[src/hw/rtl/signed_decimal_add_sub_mul_assert.svh]
// Assertion macros for the signed decimal arithmetic unit.
// Used by the top level; needs no package.
`ifndef SIGNED_DECIMAL_ADD_SUB_MUL_ASSERT_SVH
`define SIGNED_DECIMAL_ADD_SUB_MUL_ASSERT_SVH
`ifndef SYNTH
// Same-cycle implication, checked at each rising edge outside reset
`define SDASM_ASSERT_IMPL(lbl, clk, rst, ante, cons) \
   lbl: assert property (@(posedge clk) disable iff (rst) (ante) |-> (cons)) \
      else $error("sdasm assertion failed");
// Next-cycle implication, checked at each rising edge outside reset
`define SDASM_ASSERT_NEXT(lbl, clk, rst, ante, cons) \
   lbl: assert property (@(posedge clk) disable iff (rst) (ante) |=> (cons)) \
      else $error("sdasm assertion failed");
`else
`define SDASM_ASSERT_IMPL(lbl, clk, rst, ante, cons)
`define SDASM_ASSERT_NEXT(lbl, clk, rst, ante, cons)
`endif
`endif

[src/hw/rtl/sdasm_pkg.sv]
// Shared types, constants and helpers of the signed decimal arithmetic unit.
// No dependencies; used by sdasm_digit_alu and signed_decimal_add_sub_mul.
package sdasm_pkg;

   // Number of decimal digit positions and the widths that follow from it
   localparam int ND    = 32;
   localparam int IDX_W = (ND > 1) ? $clog2(ND) : 1;
   localparam int CNT_W = $clog2(ND + 1);

   localparam logic [3:0] DIGIT_MAX = 4'd9;

   typedef logic [3:0] digit_type;

   typedef enum logic [1:0] {
      OP_ADD = 2'd0,
      OP_SUB = 2'd1,
      OP_CMP = 2'd2,
      OP_MUL = 2'd3
   } opcode_type;

   typedef enum logic [1:0] {
      SGN_ZERO  = 2'd0,
      SGN_PLUS  = 2'd1,
      SGN_MINUS = 2'd2
   } sign_type;

   typedef enum logic [1:0] {
      CMP_LESS    = 2'd0,
      CMP_EQUAL   = 2'd1,
      CMP_GREATER = 2'd2
   } cmp_type;

   // Digit unit operations: x + mult*y + carry, x - y - borrow, constant zero
   typedef enum logic [1:0] {
      ALU_MAC  = 2'd0,
      ALU_SUB  = 2'd1,
      ALU_ZERO = 2'd2
   } alu_mode_type;

   typedef struct packed {
      alu_mode_type mode;
      digit_type    mult;
   } alu_cmd_type;

   typedef enum logic [3:0] {
      ST_LOAD    = 4'd0,
      ST_CMP     = 4'd1,
      ST_ADD     = 4'd2,
      ST_MUL_A   = 4'd3,
      ST_MUL_AW  = 4'd4,
      ST_ROW     = 4'd5,
      ST_NZ      = 4'd6,
      ST_EMIT_RD = 4'd7,
      ST_EMIT    = 4'd8
   } state_type;

   // Map a raw sign code; the unused code counts as zero
   function automatic sign_type decode_sign(input logic [1:0] code);
      sign_type s;
      priority if (code == SGN_PLUS)  s = SGN_PLUS;
      else if (code == SGN_MINUS)     s = SGN_MINUS;
      else                            s = SGN_ZERO;
      return s;
   endfunction

   function automatic sign_type negate_sign(input sign_type s);
      sign_type r;
      unique case (s)
         SGN_PLUS:  r = SGN_MINUS;
         SGN_MINUS: r = SGN_PLUS;
         default:   r = SGN_ZERO;
      endcase
      return r;
   endfunction

   // Order of the signs for the signed compare: minus < zero < plus
   function automatic logic [1:0] sign_rank(input sign_type s);
      logic [1:0] r;
      unique case (s)
         SGN_MINUS: r = 2'd0;
         SGN_PLUS:  r = 2'd2;
         default:   r = 2'd1;
      endcase
      return r;
   endfunction

   function automatic digit_type saturate_digit(input logic [3:0] d);
      return (d > DIGIT_MAX) ? DIGIT_MAX : d;
   endfunction

endpackage

[src/hw/rtl/signed_decimal_add_sub_mul.sv]
// Top level of the signed-magnitude decimal add/subtract/compare/multiply unit.
// Depends on sdasm_pkg, sdasm_digit_alu and signed_decimal_add_sub_mul_assert.svh.
//
//  channel  direction  ports                              carries
//  req      in         req_tvalid/tready/tdata/tuser/tlast  digit pair, signs, opcode
//  rsp      out        rsp_tvalid/tready/tdata/tlast        result digit and flags
//
// Loading takes one digit pair per cycle. After the last pair the sequencer runs
// the shared digit unit over the digit memories: a compare pass, then an
// add/subtract pass or a multiply with a row pass for row 0 and for each further
// nonzero digit of a, a zero scan, and ND result transfers at one per cycle while
// rsp is not stalled. req_tready is high only while loading.
// Reset is synchronous; the digit memories are not cleared, the fill count masks
// positions that were not loaded. A stalled rsp holds the sequencer in place.
`include "signed_decimal_add_sub_mul_assert.svh"

module signed_decimal_add_sub_mul (
   input  logic        clock,
   input  logic        reset,
   input  logic        req_tvalid,
   output logic        req_tready,
   input  logic [15:0] req_tdata,   // digit_a[3:0], digit_b[7:4], sign_a[9:8],
                                    // sign_b[11:10], zeros[15:12]
   input  logic [1:0]  req_tuser,   // opcode[1:0]
   input  logic        req_tlast,   // last_digit
   output logic        rsp_tvalid,
   input  logic        rsp_tready,
   output logic [15:0] rsp_tdata,   // result_digit[3:0], result_sign[5:4],
                                    // compare_result[7:6], overflow[8], zeros[15:9]
   output logic        rsp_tlast    // last_result
);

   localparam int ND    = sdasm_pkg::ND;
   localparam int IDX_W = sdasm_pkg::IDX_W;
   localparam int CNT_W = sdasm_pkg::CNT_W;

   // Sequencer and pass control
   sdasm_pkg::state_type    state_ff, state_in;
   logic [CNT_W-1:0]        load_pos_ff;
   logic [CNT_W-1:0]        cnt_ff;
   logic                    pipe_vld_ff;
   logic [IDX_W-1:0]        pipe_idx_ff;
   logic [IDX_W-1:0]        mul_i_ff;

   // Operation context
   sdasm_pkg::opcode_type   op_ff;
   sdasm_pkg::sign_type     sa_ff, sb_ff, rsign_ff;
   sdasm_pkg::cmp_type      mag_ff, cmpcode_ff;
   sdasm_pkg::alu_mode_type mode_ff;
   logic                    mag_done_ff, hb_found_ff, swap_ff, ovf_ff, nz_ff;
   logic [IDX_W-1:0]        hb_ff;
   logic [3:0]              carry_ff;
   sdasm_pkg::digit_type    mdig_ff;

   // Output register
   logic                    rsp_vld_ff, rsp_last_ff, rsp_ovf_ff;
   sdasm_pkg::digit_type    rsp_digit_ff;
   sdasm_pkg::sign_type     rsp_sign_ff;
   sdasm_pkg::cmp_type      rsp_cmp_ff;

   // Digit memories
   sdasm_pkg::digit_type    mem_a   [ND];
   sdasm_pkg::digit_type    mem_b   [ND];
   sdasm_pkg::digit_type    mem_acc [ND];
   sdasm_pkg::digit_type    q_a_ff, q_b_ff, q_acc_ff;

   // Combinational control
   logic                    req_xfer, out_free, issue, pass_done, mul_go, row_skip;
   logic [CNT_W-1:0]        limit;
   logic [IDX_W-1:0]        issue_idx, raddr_a, raddr_b, raddr_acc, acc_waddr;
   logic                    acc_we, in_range, a_in_range;
   sdasm_pkg::digit_type    x_eff, y_eff, a_dig, alu_x, alu_y, alu_digit;
   logic [3:0]              alu_carry;
   sdasm_pkg::alu_cmd_type  alu_cmd;
   sdasm_pkg::cmp_type      mag_nx, cmp_fin;
   sdasm_pkg::sign_type     sbe;
   logic                    hb_found_nx;
   logic [IDX_W-1:0]        hb_nx;
   logic [IDX_W:0]          hb_span;

   assign req_tready = (state_ff == sdasm_pkg::ST_LOAD);
   assign req_xfer   = req_tvalid && req_tready;
   assign out_free   = !rsp_vld_ff || rsp_tready;

   assign rsp_tvalid = rsp_vld_ff;
   assign rsp_tlast  = rsp_last_ff;
   assign rsp_tdata  = {7'b0000000, rsp_ovf_ff, rsp_cmp_ff, rsp_sign_ff, rsp_digit_ff};

   // Operand digits as seen by the passes: zero beyond the fill count or for sign zero
   assign in_range   = CNT_W'(pipe_idx_ff) < load_pos_ff;
   assign a_in_range = CNT_W'(mul_i_ff) < load_pos_ff;
   assign x_eff = (sa_ff != sdasm_pkg::SGN_ZERO && in_range) ? q_a_ff : 4'd0;
   assign y_eff = (sb_ff != sdasm_pkg::SGN_ZERO && in_range) ? q_b_ff : 4'd0;
   assign a_dig = a_in_range ? q_a_ff : 4'd0;
   assign row_skip = (mul_i_ff != '0) && (a_dig == 4'd0);
   assign sbe = (op_ff == sdasm_pkg::OP_SUB) ? sdasm_pkg::negate_sign(sb_ff) : sb_ff;
   assign mul_go = (op_ff == sdasm_pkg::OP_MUL) && (sa_ff != sdasm_pkg::SGN_ZERO) &&
                   (sb_ff != sdasm_pkg::SGN_ZERO);
   assign hb_span = {1'b0, hb_ff} + {1'b0, mul_i_ff};

   // Magnitude compare and top nonzero digit of b, scanned from the top
   always_comb begin
      mag_nx      = mag_ff;
      hb_found_nx = hb_found_ff;
      hb_nx       = hb_ff;
      if (pipe_vld_ff && !mag_done_ff) begin
         if (x_eff > y_eff)      mag_nx = sdasm_pkg::CMP_GREATER;
         else if (x_eff < y_eff) mag_nx = sdasm_pkg::CMP_LESS;
      end
      if (pipe_vld_ff && !hb_found_ff && y_eff != 4'd0) begin
         hb_found_nx = 1'b1;
         hb_nx       = pipe_idx_ff;
      end
   end

   // Signed compare outcome from the signs and the magnitude order
   always_comb begin
      if (sdasm_pkg::sign_rank(sa_ff) != sdasm_pkg::sign_rank(sb_ff)) begin
         cmp_fin = (sdasm_pkg::sign_rank(sa_ff) > sdasm_pkg::sign_rank(sb_ff)) ?
                   sdasm_pkg::CMP_GREATER : sdasm_pkg::CMP_LESS;
      end else if (sa_ff == sdasm_pkg::SGN_ZERO) begin
         cmp_fin = sdasm_pkg::CMP_EQUAL;
      end else if (sa_ff == sdasm_pkg::SGN_PLUS || mag_nx == sdasm_pkg::CMP_EQUAL) begin
         cmp_fin = mag_nx;
      end else begin
         cmp_fin = (mag_nx == sdasm_pkg::CMP_GREATER) ? sdasm_pkg::CMP_LESS :
                   sdasm_pkg::CMP_GREATER;
      end
   end

   // Addresses, digit unit operands and pass completion per state
   always_comb begin
      limit        = CNT_W'(ND);
      issue        = 1'b0;
      issue_idx    = cnt_ff[IDX_W-1:0];
      raddr_a      = cnt_ff[IDX_W-1:0];
      raddr_b      = cnt_ff[IDX_W-1:0];
      raddr_acc    = cnt_ff[IDX_W-1:0];
      acc_we       = 1'b0;
      acc_waddr    = pipe_idx_ff;
      alu_cmd.mode = sdasm_pkg::ALU_ZERO;
      alu_cmd.mult = 4'd1;
      alu_x        = x_eff;
      alu_y        = y_eff;
      pass_done    = 1'b0;
      unique case (state_ff)
         sdasm_pkg::ST_CMP: begin
            issue     = cnt_ff < limit;
            issue_idx = IDX_W'(ND - 1) - cnt_ff[IDX_W-1:0];
            raddr_a   = issue_idx;
            raddr_b   = issue_idx;
            pass_done = pipe_vld_ff && (pipe_idx_ff == '0);
         end
         sdasm_pkg::ST_ADD: begin
            issue        = cnt_ff < limit;
            alu_cmd.mode = mode_ff;
            alu_x        = swap_ff ? y_eff : x_eff;
            alu_y        = swap_ff ? x_eff : y_eff;
            acc_we       = pipe_vld_ff;
            pass_done    = pipe_vld_ff && (pipe_idx_ff == IDX_W'(ND - 1));
         end
         sdasm_pkg::ST_MUL_A, sdasm_pkg::ST_MUL_AW: begin
            raddr_a = mul_i_ff;
         end
         sdasm_pkg::ST_ROW: begin
            limit        = CNT_W'(ND) - CNT_W'(mul_i_ff);
            issue        = cnt_ff < limit;
            raddr_acc    = mul_i_ff + cnt_ff[IDX_W-1:0];
            alu_cmd.mode = sdasm_pkg::ALU_MAC;
            alu_cmd.mult = mdig_ff;
            alu_x        = (mul_i_ff == '0) ? 4'd0 : q_acc_ff;
            acc_we       = pipe_vld_ff;
            acc_waddr    = mul_i_ff + pipe_idx_ff;
            pass_done    = pipe_vld_ff && (pipe_idx_ff == IDX_W'(ND - 1) - mul_i_ff);
         end
         sdasm_pkg::ST_NZ: begin
            issue     = cnt_ff < limit;
            pass_done = pipe_vld_ff && (pipe_idx_ff == IDX_W'(ND - 1));
         end
         sdasm_pkg::ST_EMIT: begin
            raddr_acc = out_free ? cnt_ff[IDX_W-1:0] + 1'b1 : cnt_ff[IDX_W-1:0];
         end
         default: ;
      endcase
   end

   // Next state
   always_comb begin
      state_in = state_ff;
      unique case (state_ff)
         sdasm_pkg::ST_LOAD: begin
            if (req_xfer && req_tlast) state_in = sdasm_pkg::ST_CMP;
         end
         sdasm_pkg::ST_CMP: begin
            if (pass_done) state_in = mul_go ? sdasm_pkg::ST_MUL_A : sdasm_pkg::ST_ADD;
         end
         sdasm_pkg::ST_ADD: begin
            if (pass_done) state_in = sdasm_pkg::ST_NZ;
         end
         sdasm_pkg::ST_MUL_A: state_in = sdasm_pkg::ST_MUL_AW;
         sdasm_pkg::ST_MUL_AW: begin
            if (!row_skip)                          state_in = sdasm_pkg::ST_ROW;
            else if (mul_i_ff == IDX_W'(ND - 1))    state_in = sdasm_pkg::ST_NZ;
            else                                    state_in = sdasm_pkg::ST_MUL_A;
         end
         sdasm_pkg::ST_ROW: begin
            if (pass_done) begin
               state_in = (mul_i_ff == IDX_W'(ND - 1)) ? sdasm_pkg::ST_NZ :
                          sdasm_pkg::ST_MUL_A;
            end
         end
         sdasm_pkg::ST_NZ: begin
            if (pass_done) state_in = sdasm_pkg::ST_EMIT_RD;
         end
         sdasm_pkg::ST_EMIT_RD: state_in = sdasm_pkg::ST_EMIT;
         sdasm_pkg::ST_EMIT: begin
            if (out_free && cnt_ff == CNT_W'(ND - 1)) state_in = sdasm_pkg::ST_LOAD;
         end
         default: state_in = sdasm_pkg::ST_LOAD;
      endcase
   end

   sdasm_digit_alu u_alu (
      .cmd       (alu_cmd),
      .x         (alu_x),
      .y         (alu_y),
      .carry_in  (carry_ff),
      .digit_out (alu_digit),
      .carry_out (alu_carry)
   );

   // Operand memories: written while loading, read by the passes
   always_ff @(posedge clock) begin
      if (req_xfer && load_pos_ff < CNT_W'(ND)) begin
         mem_a[load_pos_ff[IDX_W-1:0]] <= sdasm_pkg::saturate_digit(req_tdata[3:0]);
         mem_b[load_pos_ff[IDX_W-1:0]] <= sdasm_pkg::saturate_digit(req_tdata[7:4]);
      end
      q_a_ff <= mem_a[raddr_a];
      q_b_ff <= mem_b[raddr_b];
   end

   // Accumulator memory: one write and one read a cycle
   always_ff @(posedge clock) begin
      if (acc_we) mem_acc[acc_waddr] <= alu_digit;
      q_acc_ff <= mem_acc[raddr_acc];
   end

   // Sequencer, pass bookkeeping and output register
   always_ff @(posedge clock) begin
      if (reset) begin
         state_ff    <= sdasm_pkg::ST_LOAD;
         load_pos_ff <= '0;
         cnt_ff      <= '0;
         pipe_vld_ff <= 1'b0;
         rsp_vld_ff  <= 1'b0;
      end else begin
         state_ff    <= state_in;
         pipe_vld_ff <= issue;
         pipe_idx_ff <= issue_idx;

         // Restart the step count on every pass change
         if (state_in != state_ff) cnt_ff <= '0;
         else if (issue || (state_ff == sdasm_pkg::ST_EMIT && out_free))
            cnt_ff <= cnt_ff + 1'b1;

         // Take a digit pair; latch opcode and signs with the last one
         if (req_xfer) begin
            if (load_pos_ff < CNT_W'(ND)) load_pos_ff <= load_pos_ff + 1'b1;
            if (req_tlast) begin
               op_ff       <= sdasm_pkg::opcode_type'(req_tuser);
               sa_ff       <= sdasm_pkg::decode_sign(req_tdata[9:8]);
               sb_ff       <= sdasm_pkg::decode_sign(req_tdata[11:10]);
               mag_ff      <= sdasm_pkg::CMP_EQUAL;
               mag_done_ff <= 1'b0;
               hb_found_ff <= 1'b0;
            end
         end

         // Compare pass: settle the operation mode and result sign at its end
         if (state_ff == sdasm_pkg::ST_CMP) begin
            mag_ff      <= mag_nx;
            mag_done_ff <= mag_done_ff || (mag_nx != sdasm_pkg::CMP_EQUAL);
            hb_found_ff <= hb_found_nx;
            hb_ff       <= hb_nx;
            if (pass_done) begin
               cmpcode_ff <= cmp_fin;
               carry_ff   <= 4'd0;
               ovf_ff     <= 1'b0;
               nz_ff      <= 1'b0;
               mul_i_ff   <= '0;
               swap_ff    <= 1'b0;
               if (op_ff == sdasm_pkg::OP_CMP || (op_ff == sdasm_pkg::OP_MUL && !mul_go)) begin
                  mode_ff  <= sdasm_pkg::ALU_ZERO;
                  rsign_ff <= sdasm_pkg::SGN_ZERO;
               end else if (op_ff == sdasm_pkg::OP_MUL) begin
                  mode_ff  <= sdasm_pkg::ALU_MAC;
                  rsign_ff <= (sa_ff == sb_ff) ? sdasm_pkg::SGN_PLUS : sdasm_pkg::SGN_MINUS;
               end else if (sa_ff == sdasm_pkg::SGN_ZERO) begin
                  mode_ff  <= sdasm_pkg::ALU_MAC;
                  rsign_ff <= sbe;
               end else if (sbe == sdasm_pkg::SGN_ZERO || sa_ff == sbe) begin
                  mode_ff  <= sdasm_pkg::ALU_MAC;
                  rsign_ff <= sa_ff;
               end else begin
                  mode_ff  <= sdasm_pkg::ALU_SUB;
                  swap_ff  <= (mag_nx == sdasm_pkg::CMP_LESS);
                  priority case (mag_nx)
                     sdasm_pkg::CMP_GREATER: rsign_ff <= sa_ff;
                     sdasm_pkg::CMP_LESS:    rsign_ff <= sbe;
                     default:                rsign_ff <= sdasm_pkg::SGN_ZERO;
                  endcase
               end
            end
         end

         // Add or subtract pass: ripple the carry, flag a carry out of the top
         if (state_ff == sdasm_pkg::ST_ADD && pipe_vld_ff) begin
            carry_ff <= alu_carry;
            if (pass_done && mode_ff == sdasm_pkg::ALU_MAC && alu_carry != 4'd0)
               ovf_ff <= 1'b1;
         end

         // Multiply: pick up the digit of a for this row, flag a row that reaches past the top, skip a zero row
         if (state_ff == sdasm_pkg::ST_MUL_AW) begin
            mdig_ff  <= a_dig;
            carry_ff <= 4'd0;
            if (a_dig != 4'd0 && hb_found_ff && hb_span >= (IDX_W + 1)'(ND)) ovf_ff <= 1'b1;
            if (row_skip && mul_i_ff != IDX_W'(ND - 1)) mul_i_ff <= mul_i_ff + 1'b1;
         end

         // Multiply row: accumulate, drop what falls past the top digit
         if (state_ff == sdasm_pkg::ST_ROW && pipe_vld_ff) begin
            carry_ff <= alu_carry;
            if (pass_done) begin
               if (alu_carry != 4'd0) ovf_ff <= 1'b1;
               if (mul_i_ff != IDX_W'(ND - 1)) mul_i_ff <= mul_i_ff + 1'b1;
            end
         end

         // Zero scan of the result
         if (state_ff == sdasm_pkg::ST_NZ && pipe_vld_ff && q_acc_ff != 4'd0) nz_ff <= 1'b1;

         // Result transfers; the operands are released after the top digit
         if (state_ff == sdasm_pkg::ST_EMIT && out_free) begin
            rsp_vld_ff   <= 1'b1;
            rsp_digit_ff <= q_acc_ff;
            rsp_sign_ff  <= nz_ff ? rsign_ff : sdasm_pkg::SGN_ZERO;
            rsp_cmp_ff   <= cmpcode_ff;
            rsp_ovf_ff   <= ovf_ff;
            rsp_last_ff  <= (cnt_ff == CNT_W'(ND - 1));
            if (cnt_ff == CNT_W'(ND - 1)) load_pos_ff <= '0;
         end else if (rsp_tready) begin
            rsp_vld_ff <= 1'b0;
         end
      end
   end

   // Accumulator writes of a multiply row stay inside the digit range
   `SDASM_ASSERT_IMPL(a_row_in_range, clock, reset, state_ff == sdasm_pkg::ST_ROW && pipe_vld_ff, ({1'b0, mul_i_ff} + {1'b0, pipe_idx_ff}) < (IDX_W + 1)'(ND))
   // A digit in flight was issued in the same pass that consumes it
   `SDASM_ASSERT_IMPL(a_pipe_same_pass, clock, reset, pipe_vld_ff, state_ff == $past(state_ff))
   // While digits remain to be sent, the sequencer stays in the emit state
   `SDASM_ASSERT_IMPL(a_emit_holds, clock, reset, rsp_vld_ff && rsp_tready && !rsp_last_ff, state_ff == sdasm_pkg::ST_EMIT)
   // Loading never runs while a result is being produced
   `SDASM_ASSERT_NEXT(a_no_load_in_op, clock, reset, req_xfer && req_tlast, !req_tready)

endmodule

[src/hw/rtl/sdasm_digit_alu.sv]
// Shared one-digit decimal unit: multiply-accumulate with carry, subtract
// with borrow, or zero. Depends on sdasm_pkg.
module sdasm_digit_alu (
   input  sdasm_pkg::alu_cmd_type cmd,
   input  sdasm_pkg::digit_type   x,
   input  sdasm_pkg::digit_type   y,
   input  logic [3:0]             carry_in,
   output sdasm_pkg::digit_type   digit_out,
   output logic [3:0]             carry_out
);

   logic [6:0] prod;
   logic [6:0] sum;
   logic [3:0] quot;
   logic [6:0] rem;
   logic [4:0] diff;

   // Sum stays below 100: quotient by ten from nine parallel thresholds
   always_comb begin
      prod = {3'b000, cmd.mult} * {3'b000, y};
      sum  = {3'b000, x} + prod + {3'b000, carry_in};
      quot = 4'd0;
      for (int k = 1; k <= 9; k++) begin
         if (sum >= 7'(10 * k)) quot = 4'(k);
      end
      rem  = sum - ({3'b000, quot} * 7'd10);
      diff = {1'b0, x} - {1'b0, y} - {4'b0000, carry_in[0]};
   end

   // Select the operation result
   always_comb begin
      unique case (cmd.mode)
         sdasm_pkg::ALU_MAC: begin
            digit_out = rem[3:0];
            carry_out = quot;
         end
         sdasm_pkg::ALU_SUB: begin
            if (diff[4]) begin
               digit_out = 4'(diff + 5'd10);
               carry_out = 4'd1;
            end else begin
               digit_out = diff[3:0];
               carry_out = 4'd0;
            end
         end
         default: begin
            digit_out = 4'd0;
            carry_out = 4'd0;
         end
      endcase
   end

endmodule
[config.mk]
export PLATFORM = sky130hd
export DESIGN_NAME = signed_decimal_add_sub_mul
export DESIGN_NICKNAME = d
export VERILOG_FILES = /design/src/hw/rtl/sdasm_pkg.sv /design/src/hw/rtl/signed_decimal_add_sub_mul.sv /design/src/hw/rtl/sdasm_digit_alu.sv
export VERILOG_INCLUDE_DIRS = /design/src /design/src/hw/rtl
export SDC_FILE = /design/constraint.sdc
export NUM_CORES = 1
export LEC_CHECK = 0
export CORE_MARGIN = 5
export CORE_UTILIZATION = 61
export CTS_CLUSTER_SIZE = 25
export DETAILED_ROUTE_END_ITERATION = 10
export DONT_BUFFER_PORTS = 1
export PLACE_DENSITY = 0.77
export SYNTH_ARGS = -nofsm -noshare
export SYNTH_HDL_FRONTEND = slang
export SYNTH_SLANG_ARGS = --single-unit
[constraint.sdc]
create_clock -name clock -period 25.4 [get_ports clock]
set_input_delay 1.27 -clock clock [delete_from_list [all_inputs] [get_ports clock]]
set_output_delay 1.27 -clock clock [all_outputs]
set_load 0.005 [all_outputs]
* After elaboration in Yosys (flattened, before gate mapping) *
Memory sizes are Yosys's and may differ from the RTL's. A register that Yosys moved wholly into a read port is not among the register bits.
Cells that the tools add are included.

cells by class
  add/subtract/negate cells = 16
  multipliers = 2
  order comparisons = 20
  equality and inequality tests = 33
  multiplexer cells = 106
  bitwise gates (word level) = 1
  reduce and logical (&&, ||, !) cells = 75

operators by type and width
  cell                                                  number
  2-to-1 mux 4 bit                                      24
  2-to-1 mux 5 bit                                      10
  2-to-1 mux 2 bit                                      22
  one-hot mux 4 bit (9 select lines)                    1
  2-to-1 mux 1 bit                                      27
  logical AND 1 bit                                     26
  2-to-1 mux 6 bit                                      4
  one-hot mux 4 bit (2 select lines)                    3
  nonzero test 4 bit                                    6
  >= comparator 7 x 6 -> 1 bit (second input constant)  3
  >= comparator 7 bit (second input constant)           3
  one-hot mux 2 bit (2 select lines)                    5
  one-hot mux 5 bit (2 select lines)                    2
  2-to-1 mux 3 bit                                      6
  AND reduction 3 bit                                   6
  == test 4 x 3 -> 1 bit (second input constant)        4
  == test 2 x 1 -> 1 bit (second input constant)        7
  == test 2 bit (second input constant)                 7
  >= comparator 7 x 5 -> 1 bit (second input constant)  2
  nonzero test 2 bit                                    7
  adder 6 x 1 -> 6 bit (second input constant)          2
  less-than comparator 5 x 6 -> 1 bit                   2
  less-than comparator 6 bit (second input constant)    2
  adder 5 x 1 -> 5 bit (second input constant)          2
  other kinds (45)                                      70

word-level totals
  register bits = 70
  bits in writable memories = 384
  input port bits = 23
  output and inout bits = 19
  logic and storage cells = 284
  memories = 3

memory list
  name     depth  bits a word  rd ports  clocked after Yosys merged registers in  write ports  RTL line                          RTL
  mem_a    32     4            1         1                                        1            signed_decimal_add_sub_mul.sv:62  sdasm_pkg::digit_type mem_a [ND];
  mem_acc  32     4            1         1                                        1            signed_decimal_add_sub_mul.sv:64  sdasm_pkg::digit_type mem_acc [ND];
  mem_b    32     4            1         1                                        1            signed_decimal_add_sub_mul.sv:63  sdasm_pkg::digit_type mem_b [ND];

* Longest topological paths before layout *
Gate-level depths: netlist of the first run.

  word-level depth = 28
  depth in mapped cells = 32
  gate-level depth less buffers = 32

* Cells and area by module *
A second synthesis of the first run with hierarchy kept.

unflattened totals
  cell total of the unflattened synthesis = 1,624
  area total of the unflattened synthesis = 21,996.1 µm²

by module, submodules not included
  module                      instances  cells an instance  area an instance (µm²)  sequential area each (µm²)
  signed_decimal_add_sub_mul  1          1,472              20,763.7                13,693.1
  sdasm_digit_alu             1          152                1,232.4                 0.0

* Worst setup path before layout of the first run *
No wires, ideal clock.

  path type = register to register
  start point = reg load_pos_ff[2]
  end point = mem mem_acc[0][3] (netlist bit), data pin
  setup time = 377 ps
  data arrival time = 7,741 ps
  data required time = 25,023 ps
  path slack = 17,282 ps
  stages on the path, launching flop included = 29
  buffers on the path = 1
  clock period less this slack = 8,118 ps
  path through = dfxtp_1 clkinv_1 ha_1 and4b_1 a21oi_1 and2_1 nand2_1 o21ai_0 nand3_1 fa_1 fa_1 fa_1 inv_1 fa_1 a21o_1 a21oi_1 xnor2_1 and4_1 or2_1 clkbuf_1 o221a_2 ha_1 inv_1 fa_1 inv_1 or4_1 o41ai_1 a311oi_1 a21oi_1

between the ends
  word-level cells in the longest chain between the ends = 21
  elaborated cells between the ends (all ways) = 37
  classes of those cells = add/sub (6); mul (2); order compare (10); mux (17); reduce/logical (2)

ends and longest elaborated chain
  what                                         RTL line                                                            RTL
  start: declaration                           signed_decimal_add_sub_mul.sv:39                                    logic [CNT_W-1:0] load_pos_ff;
  start signal: assignment                     signed_decimal_add_sub_mul.sv:268                                   if (load_pos_ff < CNT_W'(ND)) load_pos_ff <= load_pos_ff + 1'b1;
  less-than comparator 5 x 6 -> 1 bit *        signed_decimal_add_sub_mul.sv:90                                    assign in_range = CNT_W'(pipe_idx_ff) < load_pos_ff;
  logical AND 1 bit, on equally long branches  signed_decimal_add_sub_mul.sv:93, signed_decimal_add_sub_mul.sv:92
  2-to-1 mux 4 bit, on equally long branches   signed_decimal_add_sub_mul.sv:93, signed_decimal_add_sub_mul.sv:92
  2-to-1 mux 4 bit                             signed_decimal_add_sub_mul.sv:158                                   alu_y = swap_ff ? x_eff : y_eff;
  2-to-1 mux 4 bit                             signed_decimal_add_sub_mul.sv:146                                   unique case (state_ff)
  multiplier 4 x 4 -> 7 bit                    sdasm_digit_alu.sv:20                                               prod = {3'b000, cmd.mult} * {3'b000, y};
  adder 4 x 7 -> 7 bit                         sdasm_digit_alu.sv:21                                               sum = {3'b000, x} + prod + {3'b000, carry_in};
  adder 7 x 4 -> 7 bit                         sdasm_digit_alu.sv:21
  >= comparator 7 x 4 -> 1 bit                 sdasm_digit_alu.sv:24                                               if (sum >= 7'(10 * k)) quot = 4'(k);
  2-to-1 mux 1 bit                             sdasm_digit_alu.sv:24
  2-to-1 mux 2 bit (2 in a row)                sdasm_digit_alu.sv:24
  2-to-1 mux 3 bit (4 in a row)                sdasm_digit_alu.sv:24
  2-to-1 mux 4 bit (2 in a row)                sdasm_digit_alu.sv:24
  multiplier 4 x 3 -> 3 bit                    sdasm_digit_alu.sv:26                                               rem = sum - ({3'b000, quot} * 7'd10);
  subtractor 4 bit                             sdasm_digit_alu.sv:26
  one-hot mux 4 bit (2 select lines) *         sdasm_digit_alu.sv:32                                               unique case (cmd.mode)
  named net alu_digit[3]                       signed_decimal_add_sub_mul.sv:72                                    sdasm_pkg::digit_type x_eff, y_eff, a_dig, alu_x, alu_y, alu_digit;
  end: declaration                             signed_decimal_add_sub_mul.sv:64

The timed path passes the listed nets; every way through them passes the cells marked *.

* Final worst setup path of the first run *
  start point = reg load_pos_ff[2]
  end point = mem mem_acc[21][3] (netlist bit), data pin

Same word-level chain as after synthesis.

==> results of run 1 <==
placed cells by master, fill, tap and decap left out, types with 13 or more instances in the layout:
master,n
mux4_2,40
ha_1,68
nor2b_1,35
mux2_2,21
nor3_1,19
clkbuf_16,47
nor2_1,136
nand2b_1,21
a21oi_1,69
edfxtp_1,436
o211ai_1,25
and2_1,34
nand2_1,168
inv_1,73
o22ai_1,20
a211oi_1,48
o21ai_0,32
fa_1,16
a31oi_1,49
buf_4,13
nand3_1,34
mux2i_1,50
dfxtp_1,30
xnor2_1,28
cells by family (layout without fill, tap and decap cells):
| logic type | Yosys count | after routing |
|---|---|---|
| buffers and inverters | 156 | 170 |
| other | 1 | 7 |
| adder cells (fa/ha/maj) | 85 | 85 |
| XOR/XNOR | 37 | 37 |
| flip-flops | 466 | 466 |
| multiplexers | 111 | 111 |
| AO/OA/AOI/OAI | 318 | 318 |
| AND/OR/NAND/NOR | 524 | 524 |
cell type report:
class,instances,area [um^2],share of cell area [%]
clock buffers,55,1246,5.178
clock inverters,27,261.5,1.087
inverters,75,281.5,1.170
multi-input cells,1082,7910,32.87
flip-flops and latches,466,13690,56.90
well taps,461,576.8,2.397
repair buffers,13,97.59,0.4055
worst reg2reg max path, delay by kind of cell (launching register included):
kind | cells | cell delay, ns
flip-flops | 1 | 0.43
buffers and inverters | 4 | 0.53
XOR/XNOR | 1 | 0.19
AND/OR/NAND/NOR | 7 | 1.95
adder cells (fa/ha/maj) | 7 | 2.92
AO/OA/AOI/OAI | 9 | 2.76
worst min-delay path by stage:
stage	slack, ns	cells past startpoint	to
after floorplan	0.40	0	rsp_cmp_ff[0]$_DFFE_PP_
after global placement	0.40	0	rsp_cmp_ff[0]$_DFFE_PP_
after detailed placement	0.42	0	rsp_cmp_ff[0]$_DFFE_PP_
after CTS	0.44	0	rsp_cmp_ff[0]$_DFFE_PP_
after global routing	0.45	0	rsp_cmp_ff[0]$_DFFE_PP_
final	0.43	0	rsp_cmp_ff[0]$_DFFE_PP_
report_power, final:
part	switching, mW	leakage (nW)	total, mW	internal (mW)
Sequential	0.0117	4.11	0.858	0.846
Combinational	0.136	3.39	0.226	0.0897
Clock	0.289	0.741	0.680	0.392
Total	0.437	8.24	1.76	1.33
per-layer routing:
layer  vias up  global-route usage (%)
li1       6353                       -
met1      6831                   32.70
met2       598                   40.76
met3       119                   4.152
met4         0                   9.145
met5         -                       0
through the flow:
stage	cells	setup slack, ns	hold slack (ns)	instance area [um^2]
after floorplan	1704	17.28	0.4003	22180
after global placement	2097	16.50	0.4034	22560
after detailed placement	2097	16.38	0.4228	22560
after CTS	2179	16.33	0.4383	24070
after global routing	2179	15.73	0.4498	24070
final	2179	16.25	0.4308	24070
sequential cells by signal, indices dropped and copies added (netlist names), 4 cells and up:
| signal | count |
|---|---|
| state_ff | 4 |
| hb_ff | 5 |
| q_b_ff | 4 |
| q_a_ff | 4 |
| mdig_ff | 4 |
| mem_a | 128 |
| mul_i_ff | 5 |
| mem_acc | 128 |
| cnt_ff | 6 |
| q_acc_ff | 4 |
| load_pos_ff | 6 |
| pipe_idx_ff | 5 |
| rsp_digit_ff | 4 |
| mem_b | 128 |
| carry_ff | 4 |
==> flow_metrics.tcl, run 1 <==
set metrics [dict create \
    drc 0 \
    critPathBufInv 4 \
    start_util_pct 61.99 \
    insertion_delay_ns 0.59 \
    drt_pre_antenna_iters 6 \
    cp_slowest_stage_delay_ns 0.81 \
    status "completed" \
    wl_per_cell_um 22.56 \
    grt_max_degree 65 \
    endpoint_kind "flop" \
    rr_endpoint "mem_acc[21][3]$_DFFE_PP_" \
    final_util_pct 67.34 \
    crit_family "adder cells" \
    min-delay-start "cmpcode_ff[0]$_SDFFCE_PN0P_" \
    h-tree-depth 2 \
    start_kind "flop" \
    cts_sinks 466 \
    synth_top_cell_by_area "edfxtp_1" \
    tightest_slew_ns 1.282 \
    crit_slowest_cell "a21oi_4" \
    diodes 0 \
    layout-drive-gt1-share_pct 10.19 \
    critPathMostFrequentCell "fa_1" \
    place_congestion 0.9234 \
    critPathLaunch "load_pos_ff[2]$_SDFF_PP0_" \
    leakagePower_nw 8.238 \
    required_ns 25.64 \
    finalSetupTns_ns 0 \
    path_max_fanout 32 \
    synth.area.top_cells "edfxtp_1, mux4_2, ha_1, nand2_1, dfxtp_1" \
    path_clk_slew_ns 0.06 \
    cts_setup_buffers 0 \
    top_layer_used "met4" \
    cts_hold_buffers 0 \
    ys_ff_latch 466 \
    report.power.total_mw 1.764 \
    ant_nets 0 \
    syn_area_per_cell_um2 13.05 \
    syn2layout_area_growth_pct 8.617 \
    nFillCells 2462 \
    grt_pass1_wl_um 77890 \
    setup_viol 0 \
    root_buffer "clkbuf_16" \
    rows 69 \
    fmax_mhz 109.3 \
    crit_arrival_ns 9.39 \
    slew_headroom_pct 14.18 \
    synth_mux_area_share_pct 7.392 \
    port_buffers 0 \
    synth_compound_area_share_pct 9.634 \
    r2r_slack_ns 16.25 \
    synth_cells 1698 \
    worstSetupEndpoint "mem_acc[21][3]$_DFFE_PP_" \
    cts_tree "yes" \
    fin_nets 1792 \
    worstReg2RegStart "load_pos_ff[2]$_SDFF_PP0_" \
    yosysWarnings 0 \
    cts_buffers 46 \
    syn_area_mm2 0.02216 \
    synth-edff-count 436 \
    synthAdderAreaFrac_pct 5.342 \
    die_h_um 200.6 \
    dr_wl_met2_um 24190 \
    antenna_found_initial 0 \
    yosys.area_share.simple_pct 11.40 \
    fin_crit_sh_pct 36.03 \
    dr_wl_met3_um 3576 \
    rsz0062_at_grt "false" \
    drt_iter0_drc 1182 \
    synth_top_family_by_area "simple AND/OR/NAND/NOR gates" \
    synth_common_cells "edfxtp_1, nand2_1, nor2_1, inv_1, a21oi_1" \
    coreArea_mm2 0.03574 \
    cp.depth 28 \
    grt_pass1_vias 13914 \
    dp_hpwl_um 32130 \
    grt_usage_pct 24.44 \
    max-vdd-ir-drop_mv 0.08457 \
    critPathKind "reg -> reg" \
    clockBufferDepth 3 \
    reg2reg_depth 28 \
    die_x_um 200.6 \
    die_area_mm2 0.04023 \
    drt-met1-wl_um 19750 \
    hold_viol 0 \
    synth_top_area_share_pct 59.09 \
    synthXorXnorAreaFrac_pct 1.463 \
    async_flop_share_pct 0 \
    drv_cap 0 \
    ys_seq_area_share_pct 61.80 \
    post_cts_resized 0 \
    dr_total_vias 13901 \
    vias_per_cell 6.380 \
    hold_path.class "reg -> reg" \
    gr-total-overflow 0 \
    power_density_mw_per_mm2 73.30 \
    synth.most_common_cell "edfxtp_1" \
    drv_slew 0 \
    period_needed_ns 9.151 \
    ios 42 \
    synth_ff_type "edfxtp_1" \
    synth_cell_type_count 91 \
    fin_worst_skew_ns 0.01572 \
    routed_wl_um 49150 \
]
Power figures use the tool's default switching activity.
==> run 2: changes to the inputs <==
- CORE_UTILIZATION: 61 -> 58
- PLACE_DENSITY: 0.77 -> 0.76
- clock period: 25.4 -> 7.6 ns (I/O delays scaled with it)
==> flow_metrics.tcl, run 2 (synthesized netlist as in run 1, its figures left out) <==
set metrics [dict create \
    fin_nets 1846 \
    routed_wl_um 49960 \
    diodes 0 \
    crit_arrival_ns 7.63 \
    syn2layout_area_growth_pct 11.36 \
    die_x_um 205.5 \
    start_kind "flop" \
    cts_buffers 47 \
    die_area_mm2 0.04221 \
    rows 71 \
    intPower_mw 4.421 \
    antenna_found_initial 0 \
    period_needed_ns 7.297 \
    cts_tree "yes" \
    fmax_mhz 137.0 \
    coreArea_mm2 0.03767 \
    dp_hpwl_um 32430 \
    dr_total_vias 14048 \
    vias_per_cell 6.143 \
    slew_headroom_pct 14.25 \
    root_buffer "clkbuf_16" \
    place_inst 2180 \
    die_h_um 205.5 \
    grt_max_degree 73 \
    place_congestion 0.9244 \
    drv_slew 0 \
    switching_share_pct 25.63 \
    h-tree-depth 2 \
    drc 0 \
    status "completed" \
    critPathBufInv 9 \
    layout_common_cells "edfxtp_1, nand2_1, nor2_1, inv_1, ha_1" \
    final_util_pct 65.51 \
    start_util_pct 58.83 \
    busiest_layer "met2" \
    ios 42 \
    path_clk_slew_ns 0.07 \
    endpoint_kind "flop" \
    wl_per_cell_um 21.84 \
    min-delay-start "reset" \
    max-vdd-ir-drop_mv 0.2541 \
    layout-drive-gt1-share_pct 12.61 \
    final_cells 2287 \
    crit_slowest_cell "fa_1" \
    use_met1_pct 31.44 \
    tightest_slew_ns 1.280 \
    required_ns 7.94 \
    fin_crit_sh_pct 96.02 \
    cp_slowest_stage_delay_ns 0.53 \
    critPathLaunch "pipe_idx_ff[4]$_DFFE_PN_" \
    worstReg2RegStart "pipe_idx_ff[4]$_DFFE_PN_" \
    gr-total-overflow 0 \
    pwr-share-seq_pct 48.0 \
    grt_usage_pct 23.92 \
    drt_pre_antenna_iters 8 \
    hold_viol 0 \
    crit_family "adder cells" \
    ant_nets 0 \
    leakagePower_nw 8.500 \
    final_common_cell "edfxtp_1" \
    use_met3_pct 4.318 \
    report.power.total_mw 5.944 \
    nFillCells 2749 \
    critPathKind "reg -> reg" \
    clockBufferDepth 3 \
    hold_path.class "in -> reg" \
    power_density_mw_per_mm2 240.9 \
    drv_cap 0 \
    fin_worst_skew_ns 0.03357 \
    grt_pass1_wl_um 78190 \
    setup_viol 0 \
    p_switching_mw 1.524 \
    drt_iter0_drc 1277 \
    cts_sinks 466 \
    met2_usage_pct 40.04 \
    port_buffers 0 \
    holdWs_ns 0.03039 \
    power_frac_clock_pct 37.3 \
    path_max_fanout 16 \
    insertion_delay_ns 0.60 \
    grt_pass1_vias 13931 \
    p_comb_share_pct 14.7 \
]
## run 2: path summary, 6_finish.rpt
check                             end  slack (ns)  cells after the start
max          mem_acc[23][3]$_DFFE_PP_        0.30                     33
min             carry_ff[0]$_DFFE_PP_        0.03                      1
max reg2reg  mem_acc[23][3]$_DFFE_PP_        0.30                     33
min reg2reg   rsp_cmp_ff[1]$_DFFE_PP_        0.45                      0
## run 2: per-layer routing
layer / vias up / wire length, um
met4: 0 / 1955
met1: 6856 / 20090
met5: - / 0
li1: 6484 / -
met3: 133 / 3381
met2: 575 / 24530
## run 2: cell type report
cell class	instances	area, um^2	area share, %
Sequential cell	466	13690	55.49
Multi-Input combinational cell	1083	8018	32.49
Clock buffer	60	1245	5.045
Tap cell	511	639.4	2.591
Timing Repair Buffer	65	550.5	2.231
Inverter	75	281.5	1.141
Clock inverter	27	247.7	1.004
## run 2: power groups by stage
stage | Sequential [mW] | Clock [mW] | Combinational [mW]
after floorplan | 2.90 | 0 | 0.579
after global placement | 2.91 | 0 | 0.754
after detailed placement | 2.91 | 0 | 0.782
after CTS | 2.85 | 2.24 | 0.836
after global routing | 2.86 | 2.37 | 0.955
final | 2.85 | 2.22 | 0.875
## run 2: repair_timing
action                                  4_1_cts  5_1_grt
hold buffers                                 11        0
endpoints found under the setup margin       32       32
gates resized for setup                       6       13
pin swaps                                     2        3
hold endpoints to repair                     80        0
setup buffers                                 1        7
cloned                                        1        0
## run 2: per-stage QoR
stage | setup TNS [ns] | instance area (um^2) | setup slack [ns]
final | 0 | 24670 | 0.3027
after global routing | -0.7163 | 24670 | -0.02672
after global placement | 0 | 22870 | 0.1522
after detailed placement | -5.200 | 22870 | -0.1638
after CTS | 0 | 24560 | 0.009331
after floorplan | 0 | 22190 | 0.09116
==> run 3: changes to the inputs <==
- clock period: 7.6 -> 5.9 ns (I/O delays scaled with it)
==> flow_metrics.tcl, run 3 (synthesized netlist as in run 1, its figures left out) <==
set metrics [dict create \
    fin_worst_skew_ns 0.02514 \
    cts_sinks 466 \
    critPathKind "reg -> reg" \
    tightest_slew_ns 1.240 \
    period_needed_ns 6.931 \
    die_h_um 205.5 \
    die_area_mm2 0.04221 \
    path_max_fanout 8 \
    crit_arrival_ns 7.39 \
    drt_iter0_drc 1201 \
    place_congestion 0.9276 \
    switching_share_pct 25.80 \
    final_common_cell "edfxtp_1" \
    antenna_found_initial 0 \
    p_switching_mw 2.051 \
    p_comb_share_pct 16.9 \
    drv_cap 0 \
    multiInputGateArea_mm2 0.008164 \
    final_cell_area_mm2 0.02578 \
    vias_per_cell 6.181 \
    ios 42 \
    h-tree-depth 2 \
    leakagePower_nw 9.093 \
    fmax_mhz 144.3 \
    ant_nets 0 \
    gr-total-overflow 0 \
    cts_tree "yes" \
    routed_wl_um 52310 \
    path_clk_slew_ns 0.06 \
    diodes 0 \
    place_inst 2257 \
    required_ns 6.36 \
    grt_pass1_wl_um 81010 \
    max-vdd-ir-drop_mv 0.3335 \
    layout-drive-gt1-share_pct 19.40 \
    rows 71 \
    drv_slew 0 \
    hold_path.class "in -> reg" \
    grt_max_degree 73 \
    power_frac_clock_pct 36.8 \
    root_buffer "clkbuf_16" \
    dr_total_vias 14753 \
    slew_headroom_pct 17.31 \
    holdWs_ns 0.02280 \
    start_util_pct 58.83 \
    hold_viol 0 \
    cts_buffers 46 \
    fin_crit_sh_pct 117.5 \
    port_buffers 0 \
    dp_slack_ns -1.254 \
    setup_ws_ns -1.031 \
    final_cells 2387 \
    endpoint_kind "flop" \
    rsz0062_at_grt "true" \
    violations "setup timing" \
    critPathBufInv 7 \
    syn2layout_area_growth_pct 16.34 \
    drc 0 \
    start_kind "flop" \
    regArea_mm2 0.01370 \
    nFillCells 2608 \
    cp_slowest_stage_delay_ns 0.52 \
    drt_pre_antenna_iters 6 \
    intPower_mw 5.899 \
    pwr-share-seq_pct 46.3 \
    wl_per_cell_um 21.91 \
    dp_hpwl_um 33960 \
    dpl_cell_area_mm2 0.02364 \
    layout_common_cells "edfxtp_1, nand2_1, buf_4, nor2_1, inv_1" \
    grt_usage_pct 24.83 \
    status "finished, violations left" \
    crit_family "adder cells" \
    insertion_delay_ns 0.60 \
    setup_viol 64 \
    coreArea_mm2 0.03767 \
    clockBufferDepth 3 \
    fin_nets 1947 \
    report.power.total_mw 7.950 \
    power_density_mw_per_mm2 308.4 \
    die_x_um 205.5 \
    grt_pass1_vias 14525 \
    crit_slowest_cell "fa_1" \
]
## run 3: changes by cell type in the layout (fill, tap and decap cells not counted), moves of 3 or more
cell	delta
buf_6	+7
clkbuf_1	-4
clkinvlp_4	+4
nand2_2	+3
inv_1	-7
buf_4	+85
clkinv_1	-5
dfxtp_2	+3
nand2_1	-5
buf_12	+6
clkinv_2	+5
dfxtp_1	-3
inv_2	+7
clkbuf_16	+3
## run 3: path summary, 6_finish.rpt
kind / from / to / slack, ns / depth (start not counted)
worst max-delay path: pipe_idx_ff[3]$_DFFE_PN_ / mem_acc[21][3]$_DFFE_PP_ / -1.03 / 30
worst min-delay path: req_tdata[1] / mem_a[6][1]$_DFFE_PP_ / 0.02 / 1
worst max register to register: pipe_idx_ff[3]$_DFFE_PN_ / mem_acc[21][3]$_DFFE_PP_ / -1.03 / 30
worst min register to register: cmpcode_ff[0]$_SDFFCE_PN0P_ / rsp_cmp_ff[0]$_DFFE_PP_ / 0.43 / 0
## run 3: final cells by class
| type | count | area share, % |
|---|---|---|
| Clock buffer | 54 | 4.664 |
| Tap cell | 511 | 2.480 |
| Clock inverter | 31 | 1.243 |
| Sequential cell | 466 | 53.13 |
| Timing Repair Buffer | 167 | 5.713 |
| Inverter | 75 | 1.097 |
| Multi-Input combinational cell | 1083 | 31.67 |
## run 3: stage by stage
stage	setup TNS (ns)	util, %
detailed placement	-56.88	62.77
floorplan	-42.67	-
CTS	-39.50	68.01
global placement	-45.01	62.77
global route	-65.35	68.44
finish	-42.68	68.44
## run 3: per-layer routing
layer	global-route usage (%)	up-vias	share of wire, %
li1	-	6688	-
met1	32.60	7265	40
met5	0	-	0
met3	3.987	125	6.9
met4	8.876	0	3.8
met2	42.35	675	50
## run 3: worst reg2reg max path, delay by kind of cell (launching register included)
family	cells	cell delay (ns)
AOI/OAI and AO/OA	7	1.59
adders and majority gates	7	2.62
buffers and inverters	7	0.95
DFF	1	0.41
and+or+nand+nor	9	1.23
## run 3: power by group through the flow
| stage | Combinational (mW) | Sequential [mW] | Clock, mW |
|---|---|---|---|
| 2_1_floorplan | 0.810 | 3.74 | 0 |
| 3_3_place_gp | 1.17 | 3.75 | 0 |
| 3_5_place_dp | 1.19 | 3.75 | 0 |
| 4_1_cts | 1.28 | 3.68 | 2.95 |
| 5_1_grt | 1.46 | 3.68 | 3.11 |
| 6_report | 1.34 | 3.68 | 2.93 |
## run 3: timing repair
item / 4_1_cts / 5_1_grt
hold buffers: 13 / 0
gates resized for setup: 20 / 12
endpoints found under the hold margin: 116 / 0
cloned: 2 / 4
setup buffers: 19 / 10
endpoints found under the setup margin: 96 / 97
pin swaps: 7 / 3
